**src/hw/rtl/ptrp_pkg.sv**
```systemverilog
package ptrp_pkg;

    localparam logic [7:0] HEADER_BYTE = 8'h80;

    localparam int NUM_IDS = 4;

    // Register indexes on the configuration port.
    localparam logic [1:0] REG_PCSCF_IPV4 = 2'd0;
    localparam logic [1:0] REG_PCSCF_IPV6 = 2'd1;
    localparam logic [1:0] REG_DNS_IPV4   = 2'd2;
    localparam logic [1:0] REG_DNS_IPV6   = 2'd3;

    localparam logic [15:0] RST_PCSCF_IPV4 = 16'd12;
    localparam logic [15:0] RST_PCSCF_IPV6 = 16'd1;
    localparam logic [15:0] RST_DNS_IPV4   = 16'd13;
    localparam logic [15:0] RST_DNS_IPV6   = 16'd3;

    localparam logic [2:0] MATCH_NONE = 3'd4;

    localparam logic [1:0] STATUS_OK      = 2'd0;
    localparam logic [1:0] STATUS_BAD_HDR = 2'd1;
    localparam logic [1:0] STATUS_LENGTH  = 2'd2;

    localparam logic [8:0] COUNT_MAX = 9'd256;
    localparam logic [8:0] MSG_MAX   = 9'd255;

    typedef struct packed {
        logic [7:0] msg_byte;
        logic       msg_last;
    } t_in_item;

    typedef struct packed {
        logic       is_status;
        logic [1:0] attr_kind;
        logic [7:0] attr_byte;
        logic       attr_end;
        logic [1:0] status_code;
        logic       result_last;
    } t_out_item;

endpackage

```
**src/hw/rtl/pco_tlv_response_parser.sv**
```systemverilog
// A result is written into the result queue when its input item is accepted. One
// byte is taken per cycle while the queue has room for two results. A message's final
// byte can cause an attribute and a status item; the four-entry queue absorbs that.
// Reset (synchronous, active low) returns the parser to expect a header byte, empties
// the result queue and loads the protocol id registers with 12, 1, 13 and 3.
module pco_tlv_response_parser (
    input  logic                i_clk,
    input  logic                i_rst_n,
    input  logic                i_in_valid,
    input  ptrp_pkg::t_in_item  i_in_item,
    output logic                o_in_stall,
    output logic                o_out_valid,
    output ptrp_pkg::t_out_item o_out_item,
    input  logic                i_out_stall,
    input  logic                psel,
    input  logic                penable,
    input  logic                pwrite,
    input  logic [3:0]          paddr,
    input  logic [31:0]         pwdata,
    output logic [31:0]         prdata,
    output logic                pready
);
    import ptrp_pkg::*;

    typedef enum logic [2:0] {
        PH_HEADER,
        PH_TYPE_HI,
        PH_TYPE_LO,
        PH_LENGTH,
        PH_VALUE
    } t_phase;

    localparam int QDEPTH = 4;

    logic [15:0] r_ids [NUM_IDS];

    t_phase      r_phase, n_phase;
    logic [7:0]  r_type_hi, n_type_hi;
    logic [7:0]  r_remaining, n_remaining;
    logic [2:0]  r_match, n_match;
    logic        r_header_bad, n_header_bad;
    logic [8:0]  r_count, n_count;

    t_out_item   r_queue [QDEPTH];
    logic [1:0]  r_wr_ptr, r_rd_ptr;
    logic [2:0]  r_fill;

    logic        in_accept, out_accept, cfg_write;
    logic        attr_emit, status_emit;
    logic [15:0] cur_type;
    logic [1:0]  status_code;
    t_out_item   attr_res, status_res, res0;
    logic [1:0]  push_cnt;

    assign in_accept  = i_in_valid && !o_in_stall;
    assign out_accept = o_out_valid && !i_out_stall;
    assign cfg_write  = psel && penable && pwrite && pready;
    assign pready     = 1'b1;
    assign prdata     = {16'd0, r_ids[paddr[3:2]]};

    // The queue must have room for two results before a byte is taken.
    assign o_in_stall  = (r_fill > 3'(QDEPTH - 2));
    assign o_out_valid = (r_fill != 3'd0);
    assign o_out_item  = r_queue[r_rd_ptr];

    assign cur_type = {r_type_hi, i_in_item.msg_byte};

    always_comb begin
        n_phase      = r_phase;
        n_type_hi    = r_type_hi;
        n_remaining  = r_remaining;
        n_match      = r_match;
        n_header_bad = r_header_bad;
        n_count      = (r_count < COUNT_MAX) ? r_count + 9'd1 : r_count;
        attr_emit    = 1'b0;
        case (r_phase)
            PH_HEADER: begin
                n_header_bad = (i_in_item.msg_byte != HEADER_BYTE);
                n_phase      = PH_TYPE_HI;
            end
            PH_TYPE_HI: begin
                n_type_hi = i_in_item.msg_byte;
                n_phase   = PH_TYPE_LO;
            end
            PH_TYPE_LO: begin
                // Lowest kind wins when several ids are equal.
                if (cur_type == r_ids[REG_PCSCF_IPV4]) begin
                    n_match = {1'b0, REG_PCSCF_IPV4};
                end else if (cur_type == r_ids[REG_PCSCF_IPV6]) begin
                    n_match = {1'b0, REG_PCSCF_IPV6};
                end else if (cur_type == r_ids[REG_DNS_IPV4]) begin
                    n_match = {1'b0, REG_DNS_IPV4};
                end else if (cur_type == r_ids[REG_DNS_IPV6]) begin
                    n_match = {1'b0, REG_DNS_IPV6};
                end else begin
                    n_match = MATCH_NONE;
                end
                n_phase = PH_LENGTH;
            end
            PH_LENGTH: begin
                n_remaining = i_in_item.msg_byte;
                n_phase     = (i_in_item.msg_byte == 8'd0) ? PH_TYPE_HI : PH_VALUE;
            end
            PH_VALUE: begin
                attr_emit   = (r_match != MATCH_NONE) && !r_header_bad;
                n_remaining = r_remaining - 8'd1;
                if (r_remaining == 8'd1) begin
                    n_phase = PH_TYPE_HI;
                end
            end
            default: begin
                n_phase = PH_HEADER;
            end
        endcase

        status_emit = i_in_item.msg_last;
        if (n_header_bad) begin
            status_code = STATUS_BAD_HDR;
        end else if (n_count > MSG_MAX || n_phase != PH_TYPE_HI) begin
            status_code = STATUS_LENGTH;
        end else begin
            status_code = STATUS_OK;
        end

        attr_res.is_status   = 1'b0;
        attr_res.attr_kind   = r_match[1:0];
        attr_res.attr_byte   = i_in_item.msg_byte;
        attr_res.attr_end    = (r_remaining == 8'd1);
        attr_res.status_code = STATUS_OK;
        attr_res.result_last = !status_emit;

        status_res.is_status   = 1'b1;
        status_res.attr_kind   = 2'd0;
        status_res.attr_byte   = 8'd0;
        status_res.attr_end    = 1'b0;
        status_res.status_code = status_code;
        status_res.result_last = 1'b1;

        res0     = attr_emit ? attr_res : status_res;
        push_cnt = {1'b0, attr_emit} + {1'b0, status_emit};
    end

    always_ff @(posedge i_clk) begin
        if (!i_rst_n) begin
            r_ids[REG_PCSCF_IPV4] <= RST_PCSCF_IPV4;
            r_ids[REG_PCSCF_IPV6] <= RST_PCSCF_IPV6;
            r_ids[REG_DNS_IPV4]   <= RST_DNS_IPV4;
            r_ids[REG_DNS_IPV6]   <= RST_DNS_IPV6;
        end else if (cfg_write) begin
            r_ids[paddr[3:2]] <= pwdata[15:0];
        end
    end

    always_ff @(posedge i_clk) begin
        if (!i_rst_n) begin
            r_phase      <= PH_HEADER;
            r_type_hi    <= 8'd0;
            r_remaining  <= 8'd0;
            r_match      <= MATCH_NONE;
            r_header_bad <= 1'b0;
            r_count      <= 9'd0;
        end else if (in_accept) begin
            if (i_in_item.msg_last) begin
                r_phase      <= PH_HEADER;
                r_type_hi    <= 8'd0;
                r_remaining  <= 8'd0;
                r_match      <= MATCH_NONE;
                r_header_bad <= 1'b0;
                r_count      <= 9'd0;
            end else begin
                r_phase      <= n_phase;
                r_type_hi    <= n_type_hi;
                r_remaining  <= n_remaining;
                r_match      <= n_match;
                r_header_bad <= n_header_bad;
                r_count      <= n_count;
            end
        end
    end

    always_ff @(posedge i_clk) begin
        if (in_accept && push_cnt != 2'd0) begin
            r_queue[r_wr_ptr] <= res0;
        end
        if (in_accept && push_cnt == 2'd2) begin
            r_queue[r_wr_ptr + 2'd1] <= status_res;
        end
    end

    always_ff @(posedge i_clk) begin
        if (!i_rst_n) begin
            r_wr_ptr <= 2'd0;
            r_rd_ptr <= 2'd0;
            r_fill   <= 3'd0;
        end else begin
            if (in_accept) begin
                r_wr_ptr <= r_wr_ptr + push_cnt;
            end
            if (out_accept) begin
                r_rd_ptr <= r_rd_ptr + 2'd1;
            end
            r_fill <= r_fill + (in_accept ? {1'b0, push_cnt} : 3'd0)
                      - {2'b00, out_accept};
        end
    end

    a_fill_bound: assert property (@(posedge i_clk) disable iff (!i_rst_n)
        r_fill <= 3'(QDEPTH))
        else $error("result queue overflow");

    a_status_last: assert property (@(posedge i_clk) disable iff (!i_rst_n)
        o_out_valid && o_out_item.is_status |-> o_out_item.result_last)
        else $error("status item not marked as last result");

    a_attr_ok_code: assert property (@(posedge i_clk) disable iff (!i_rst_n)
        o_out_valid && !o_out_item.is_status |-> o_out_item.status_code == STATUS_OK)
        else $error("attribute item carries a status code");

    a_msg_restart: assert property (@(posedge i_clk) disable iff (!i_rst_n)
        in_accept && i_in_item.msg_last |=> r_phase == PH_HEADER && r_count == 9'd0)
        else $error("parser did not restart after message end");

endmodule

```
**config.mk**
```make
export PLATFORM = sky130hd
export DESIGN_NAME = pco_tlv_response_parser
export DESIGN_NICKNAME = d
export VERILOG_FILES = /design/src/hw/rtl/ptrp_pkg.sv /design/src/hw/rtl/pco_tlv_response_parser.sv
export SDC_FILE = /design/constraint.sdc
export NUM_CORES = 1
export LEC_CHECK = 0
export BUFFER_PORTS_ARGS = -buffer_cell sky130_fd_sc_hd__buf_2
export CAP_MARGIN = 25
export CORE_UTILIZATION = 40
export DETAILED_ROUTE_END_ITERATION = 8
export PLACE_DENSITY = 0.59
export SYNTH_ARGS = -nofsm -noshare
export SYNTH_HDL_FRONTEND = slang
export SYNTH_SLANG_ARGS = --single-unit
```
**constraint.sdc**
```tcl
create_clock -name i_clk -period 3.6 [get_ports i_clk]
set_input_delay 0.18 -clock i_clk [delete_from_list [all_inputs] [get_ports i_clk]]
set_output_delay 0.18 -clock i_clk [all_outputs]
set_load 0.01 [all_outputs]
```
Word level (Yosys, flattened, before mapping) --
Memory sizes are Yosys's and may differ from the RTL's. A register that Yosys moved wholly into a read port is not among the register bits. Index checks and enable logic that the tools add are counted.
Storage, ports and cells: bits in registers 39, bits in writable memories 124, bits of input ports 52, output and inout bits 50, logic and storage cells 94, memories 2
Memories:
- r_ids | words 4, bits a word 16, rd ports 5, clocked after Yosys merged registers in 0, write ports 4, line pco_tlv_response_parser.sv:35 | logic [15:0] r_ids [NUM_IDS];
- r_queue | words 4, bits a word 15, rd ports 1, clocked after Yosys merged registers in 1, write ports 2, line pco_tlv_response_parser.sv:44 | t_out_item r_queue [QDEPTH];
Operators by class: add/subtract/negate cells 8, magnitude comparators 3, equal/unequal tests 13, mux-type cells 36, reductions and logical operators 23
Operators with widths (number):
- equality test 16 bit | 4
- 2-to-1 mux 3 bit | 9
- 2-to-1 mux 8 bit | 3
- 2-to-1 mux 9 bit | 2
- 2-to-1 mux 16 bit | 1
- one-hot mux 8 bit (2 select lines) | 1
- OR reduction 16 bit | 1
- 2-to-1 mux 15 bit | 1
- one-hot mux 3 bit (5 select lines) | 1
- 2-to-1 mux 1 bit | 12
- 2-to-1 mux 2 bit | 6
- adder 9 x 1 -> 9 bit (second input constant) | 1
- greater-than comparator 9 x 8 -> 1 bit (second input constant) | 1
- less-than comparator 9 bit (second input constant) | 1
- equality test 8 x 1 -> 1 bit (second input constant) | 1
- zero test 8 bit | 1
- != test 8 bit (second input constant) | 1
- subtractor 8 x 1 -> 8 bit (second input constant) | 1
- logical AND 1 bit | 7
- equality test 3 x 2 -> 1 bit (second input constant) | 2
- AND reduction 2 bit | 3
- nonzero test 2 bit | 3
- nonzero test 3 bit | 2
- adder 2 x 1 -> 2 bit (second input constant) | 2
- 13 further kinds | 16

Longest topological paths before layout --
Gate-level depths: netlist (run 1).
depth in word-level cells 8, gate-level depth with buffers 13, mapped depth without buffers 13

Worst setup path after synthesis (run 1) --
No wires, ideal clock.
kind reg2reg, start register r_phase[0], end register r_fill[2], setup time 0.128 ns, arrival 2.613 ns, required time 3.472 ns, setup slack 0.859 ns, cell stages (with the launch flop) 14, buffers on the path 0, period minus slack after synthesis 2.741 ns, cells stage by stage dfxtp_1 or3b_4 nor3_4 inv_2 ha_1 nand2_1 ha_1 inv_1 ha_1 inv_1 fa_1 xnor2_1 xnor2_1 nor2_1
Between the ends: word-level cells in the longest chain between the ends 6
Ends and longest elaborated chain:
- start: declaration | line pco_tlv_response_parser.sv:37 | t_phase r_phase, n_phase;
- start signal: assignment | line pco_tlv_response_parser.sv:171 | r_phase <= n_phase;
- equality test 3 bit | line pco_tlv_response_parser.sv:76 | case (r_phase)
- 2-to-1 mux 1 bit | line pco_tlv_response_parser.sv:76
- adder 1 x 1 -> 2 bit | line pco_tlv_response_parser.sv:140 | push_cnt = {1'b0, attr_emit} + {1'b0, status_emit};
- 2-to-1 mux 2 bit | line pco_tlv_response_parser.sv:202 | r_fill <= r_fill + (in_accept ? {1'b0, push_cnt} : 3'd0)
- adder 3 x 2 -> 3 bit | line pco_tlv_response_parser.sv:202
- subtractor 3 x 1 -> 3 bit | line pco_tlv_response_parser.sv:203 | - {2'b00, out_accept};
- end signal: assignment | line pco_tlv_response_parser.sv:202
- end: declaration | line pco_tlv_response_parser.sv:46 | logic [2:0] r_fill;
No other way between the ends. A chain may end at the register's enable or synchronous reset.

==> results.json, run 1 <==
{
  "clk_latency_ns": 0.43,
  "r2r_slack_ns": 0.50,
  "dp.cells": 1117,
  "diodes": 0,
  "overflow": 0,
  "cp.arrival_ns": 3.39,
  "wl_mm": 21.6,
  "antenna_found_initial": 1,
  "period_share_pct": 86.1,
  "clkTransAtPathRegs_ns": 0.07,
  "worst_hold_slack_ns": 0.0524,
  "grt_first_pass_wirelength_mm": 33.8,
  "cap_violations": 0,
  "clockBufferDepth": 2,
  "fin_tns_setup_ns": 0,
  "ir_drop_mv": 0.348,
  "syn_inst": 815,
  "synth_edf_count": 72,
  "async_flop_share_pct": 0,
  "synth_flop_cell": "dfxtp_1",
  "fin_util_pct": 46.9,
  "syn_to_final_growth_pct": 13.7,
  "ctsHtreeMaxLevel": 4,
  "ant_nets": 0,
  "relSlewSlack_pct": 41.9,
  "hold_violations": 0,
  "r2r_start": "r_phase[2]$_SDFFE_PN0P_",
  "critPathMaxFanout": 16,
  "skew_ns": 0.00864,
  "initial_core_util_pct": 41.3,
  "synth_seq_cells": 165,
  "rows": 52,
  "wl_per_cell_um": 18.8,
  "required_ns": 3.89,
  "setup_ws_ns": 0.499,
  "die_area_mm2": 0.0217,
  "place.port_buffers": 66,
  "synth_warnings": 0,
  "vias": 6071,
  "ys_seq_area_share_pct": 47.7,
  "rsz0062_at_grt": "no",
  "slew_violations": 0,
  "min_from": "pwdata[9]",
  "power.total_mw": 4.94,
  "syn-cell-area_mm2": 0.00843,
  "dieWidth_um": 147,
  "grt_pass1_vias": 5970,
  "hpwl_mm": 14.7,
  "cts_sinks": 165,
  "io_pins": 102,
  "synth_top_cell_by_area": "edfxtp_1",
  "viasPerCell": 5.28,
  "worst_pin_slew_ns": 0.870,
  "drive_gt1_share_pct": 19.8,
  "drtIter0Drc": 375,
  "design.core.area_mm2": 0.0204,
  "numCtsBuffers": 17,
  "gp_congestion": 0.830,
  "yosysUniqueCellTypes": 63,
  "ctsHoldBuffers": 0,
  "drc": 0,
  "hold_path.class": "in2reg",
  "nets": 929,
  "synth_top_cell_area_share_pct": 25.6,
  "finalSetupViolations": 0,
  "cts_root_buffer": "clkbuf_16",
  "post_cts_buffers": 0,
  "status": "finished clean",
  "fmax_ghz": 0.322,
  "yosys-top-cells-area": "edfxtp_1, dfxtp_1, mux4_2",
  "cts_resized": 0,
  "cellPowerDensity_mw_per_mm2": 516,
  "grt_max_degree": 46,
  "chipHeight_um": 147,
  "design_area_mm2": 0.00959,
  "final_cells": 1149,
  "dr.pass1.iters": 5,
  "placed_area_mm2": 0.00897,
  "worst_setup_path_start_kind": "flop",
  "crit_path_end_kind": "flop",
  "place_ws_ns": 0.522,
  "min_period_ns": 3.10,
  "critical_path_class": "reg2reg",
  "p_leak_nw": 3.50,
  "grt_usage_pct": 20.8,
  "syn_area_per_cell_um2": 10.3,
  "cts_tree": "built",
  "crit_start": "r_phase[2]$_SDFFE_PN0P_"
}
## metal layers
layer	wire [um]	track usage [%]	share of wire [%]	vias up
li1	-	-	-	2948
met1	9220	26.0	43	2932
met2	11000	36.1	51	167
met3	1080	4.69	5.0	22
met4	291	5.26	1.3	2
met5	10	0	0.046	-
## where the power goes
| group | internal, mW | switching [mW] | leakage, nW |
|---|---|---|---|
| clock | 1.11 | 0.810 | 0.294 |
| combinational | 0.368 | 0.454 | 1.76 |
| sequential | 2.08 | 0.120 | 1.44 |
## area by class of cell
class	count	area, um^2
repair buffers	91	518
clock buffers	17	425
fillers	1961	10800
multi-input cells	576	4040
well taps	270	338
flip-flops and latches	165	4020
inverters	15	56.3
clock inverters	15	190
## cells in the final DEF, fill, tap and decap left out, drive strengths merged, types with 6 or more instances in the layout
cell | Yosys | final
buf | 44 | 91
dfxtp | 93 | 93
and2 | 63 | 63
conb | 2 | 17
xnor2 | 58 | 58
a211o | 8 | 8
nor3 | 12 | 12
a21oi | 62 | 62
nand4 | 18 | 18
nor2 | 62 | 62
o21ai | 15 | 15
nor3b | 6 | 6
inv | 15 | 22
clkbuf | 30 | 17
nand2 | 68 | 68
xor2 | 20 | 20
ha | 10 | 10
a22oi | 9 | 9
mux4 | 31 | 31
edfxtp | 72 | 72
nand2b | 15 | 15
nand3 | 48 | 48
nor4 | 9 | 9
## synthesized netlist by cell type (all sizes together) (2+ instances only)
master / number
edfxtp: 72
o22ai: 2
and2: 63
nand2b: 15
a22oi: 9
buf: 44
nand3: 48
or3: 3
inv: 15
nand2: 68
xnor2: 58
dfxtp: 93
nor2b: 2
xor2: 20
a2bb2oi: 2
nor3b: 6
or4: 4
o21ai: 15
nor3: 12
and3: 3
o31ai: 4
a211o: 8
nor4: 9
nand4: 18
mux4: 31
nor2: 62
o211ai: 2
ha: 10
mux2i: 2
a21oi: 62
conb: 2
or2: 3
clkbuf: 30
## sequential cells by signal (all words and copies together), names as in the netlist, named ones only
name          flops
r_ids            64
r_queue          60
r_count           9
r_remaining       8
r_type_hi         8
r_fill            3
r_match           3
r_phase           3
r_rd_ptr          2
r_wr_ptr          2
r_header_bad      1
## worst max-delay path: stages (launching register included)
cell	delay, ns
dfxtp_1	0.53
or3b_4	0.47
nor3_4	0.25
inv_2	0.06
ha_1	0.23
nand2b_1	0.20
or4_1	0.76
nor2_1	0.25
nor2_1	0.09
nor2_1	0.11
## cells by family (layout without fill, tap and decap cells)
family,count (synthesis),after routing,synth area share (%)
mux,34,34,8.65
other cells,2,17,0.0891
fa+ha+maj,11,11,1.72
buf+inv,89,138,5.19
simple gates,322,322,20.2
xor+xnor,78,78,8.10
compound gates,114,114,8.34
flops,165,165,47.7
## path summary, 6_finish.rpt
path	endpoint	cells after the start
max reg2reg	r_queue[3][1]$_DFFE_PP_	9
min reg2reg	r_queue[3][6]$_SDFFE_PP0P_	2
max	r_queue[3][1]$_DFFE_PP_	9
min	r_ids[0][9]$_SDFFCE_PN0P_	2
(Power assumes the default switching activity.)
==> inputs of run 2 (changes only) <==
--- a/config.mk
+++ b/config.mk
@@ -8,8 +8,10 @@
 export BUFFER_PORTS_ARGS = -buffer_cell sky130_fd_sc_hd__buf_2
 export CAP_MARGIN = 25
 export CORE_UTILIZATION = 40
+export CTS_CLUSTER_DIAMETER = 50
 export DETAILED_ROUTE_END_ITERATION = 8
 export PLACE_DENSITY = 0.59
+export REMOVE_ABC_BUFFERS = 1
 export SYNTH_ARGS = -nofsm -noshare
 export SYNTH_HDL_FRONTEND = slang
 export SYNTH_SLANG_ARGS = --single-unit
==> run 2 against run 1 <==
  * Sequential share of layout area rose by 0.20 points
  * Largest power group unchanged
  * Clock skew rose by 0.0011 ns
  * Global-route usage fell by 0.14 points
  * Utilization is 0.22 points lower
  * Non-clock buffer count down 3
==> results.json, run 2 (synthesis results as in run 1) <==
{
  "status": "finished clean",
  "critical_path_class": "reg2reg",
  "wl_mm": 21.4,
  "dr.pass1.iters": 7,
  "multi_input_comb_area_mm2": 0.00404,
  "final_cell_mix": "dfxtp_1, edfxtp_1, nand2_1, buf_2, and2_1",
  "r2r_start": "r_phase[2]$_SDFFE_PN0P_",
  "r2r_cells": 9,
  "ant_nets": 0,
  "skew_ns": 0.00970,
  "drive_gt1_share_pct": 18.9,
  "layout_commonest_cell": "dfxtp_1",
  "diodes": 0,
  "rsz0062_at_grt": "no",
  "grt_max_degree": 46,
  "worst_pin_slew_ns": 1.01,
  "rows": 52,
  "r2r_slack_ns": 0.57,
  "regMostFlops": "r_ids",
  "period_share_pct": 84.3,
  "hold_path.class": "in2reg",
  "slew_violations": 0,
  "pwr-share-comb_pct": 16.8,
  "antenna_found_initial": 0,
  "crit_path_end_kind": "flop",
  "drtIter0Drc": 405,
  "die_area_mm2": 0.0217,
  "io_pins": 102,
  "endpoint": "r_queue[3][1]$_DFFE_PP_",
  "cts_tree": "built",
  "finalSetupViolations": 0,
  "place.port_buffers": 66,
  "initial_core_util_pct": 41.3,
  "design.core.area_mm2": 0.0204,
  "drc": 0,
  "p_leak_nw": 3.47,
  "switchingPower_mw": 1.34,
  "ir_drop_mv": 0.368,
  "regToRegEndpoint": "r_queue[3][1]$_DFFE_PP_",
  "overflow": 0,
  "numCtsBuffers": 17,
  "viasPerCell": 5.38,
  "ctsHtreeMaxLevel": 4,
  "top_regs": "r_ids (64), r_queue (60), r_count (9)",
  "relSlewSlack_pct": 31.9,
  "hold_violations": 0,
  "critPathMaxFanout": 16,
  "internal-power_mw": 3.54,
  "hpwl_mm": 14.3,
  "power_frac_seq_pct": 45.2,
  "cts_resized": 0,
  "min_period_ns": 3.03,
  "clk_latency_ns": 0.42,
  "fmax_ghz": 0.330,
  "vias": 6162,
  "clkPwrFrac_pct": 38.1,
  "grt_usage_pct": 20.6,
  "ctsHoldBuffers": 0,
  "nets": 926,
  "clockBufferDepth": 2,
  "fin_tns_setup_ns": 0,
  "syn_to_final_growth_pct": 13.2,
  "crit_start": "r_phase[2]$_SDFFE_PN0P_",
  "cts_sinks": 165,
  "cts_root_buffer": "clkbuf_16",
  "grt_pass1_vias": 6020,
  "wl_per_cell_um": 18.7,
  "gp_congestion": 0.843,
  "clkTransAtPathRegs_ns": 0.06,
  "largest_reg_flops": 64,
  "required_ns": 3.87,
  "dieWidth_um": 147,
  "cap_violations": 0,
  "place_ws_ns": 0.580,
  "worst_setup_path_start_kind": "flop",
  "cp.arrival_ns": 3.30,
  "post_cts_buffers": 0,
  "grt_first_pass_wirelength_mm": 34.1,
  "setup_ws_ns": 0.566,
  "ff_latch_area_mm2": 0.00402,
  "chipHeight_um": 147,
  "cellPowerDensity_mw_per_mm2": 511,
  "swShare_pct": 27.4,
  "fillers": 1983
}
==> run 2: how the worst min path moves through the flow <==
stage / to / slack [ns] / depth (start not counted) / startpoint
4_1_cts: r_ids[0][2]$_SDFFCE_PN1P_ / 0.04 / 2 / pwdata[2]
6_report: r_ids[0][2]$_SDFFCE_PN1P_ / 0.05 / 2 / pwdata[2]
2_1_floorplan: r_fill[0]$_SDFF_PN0_ / 0.30 / 1 / i_rst_n
3_5_place_dp: r_queue[3][5]$_SDFFE_PP0P_ / 0.45 / 2 / r_queue[3][5]$_SDFFE_PP0P_
5_1_grt: r_ids[1][8]$_SDFFCE_PN0P_ / 0.06 / 2 / pwdata[8]
3_3_place_gp: r_queue[3][11]$_SDFFE_PP0P_ / 0.44 / 2 / r_queue[3][11]$_SDFFE_PP0P_
==> run 2: worst max-delay path: stages (launching register included) <==
cell and delay, ns:
dfxtp_1 0.53, or3b_4 0.48, nor3_4 0.23, inv_2 0.06, ha_1 0.21, nand2b_1 0.19, or4_1 0.76, nor2_1 0.25
nor2_1 0.08, nor2_1 0.10
==> run 2: per-layer routing <==
layer  track usage (%)  part of all wire, %  vias to the layer above
met2              34.6                   49                      166
li1                  -                    -                     2944
met5                 0                    0                        -
met1              27.2                   45                     3027
met4              7.06                  1.8                        0
met3              3.23                  4.0                       25
==> run 2: metrics by stage <==
stage	power [mW]	hold slack, ns	utilization (%)	area (um^2)	std cells
after floorplan	2.76	0.302	-	8110	756
after global placement	3.07	0.441	43.8	8950	1114
after detailed placement	3.07	0.446	43.8	8950	1114
after CTS	4.92	0.0410	46.7	9540	1146
after global routing	5.08	0.0581	46.7	9540	1146
final	4.88	0.0528	46.7	9540	1146
==> run 2: cell type report <==
| cell class | instances | area share, % |
|---|---|---|
| timing repair buffer | 88 | 5.19 |
| sequential | 165 | 42.2 |
| inverter | 15 | 0.590 |
| clock inverter | 12 | 1.59 |
| tap | 270 | 3.54 |
| multi-input combinational | 576 | 42.3 |
| clock buffer | 20 | 4.58 |
==> run 2: power groups by stage <==
stage	Combinational [mW]	Clock, mW	Sequential [mW]
floorplan	0.521	0	2.24
global placement	0.825	0	2.24
detailed placement	0.824	0	2.24
CTS	0.830	1.88	2.20
global route	0.904	1.95	2.22
finish	0.819	1.86	2.20
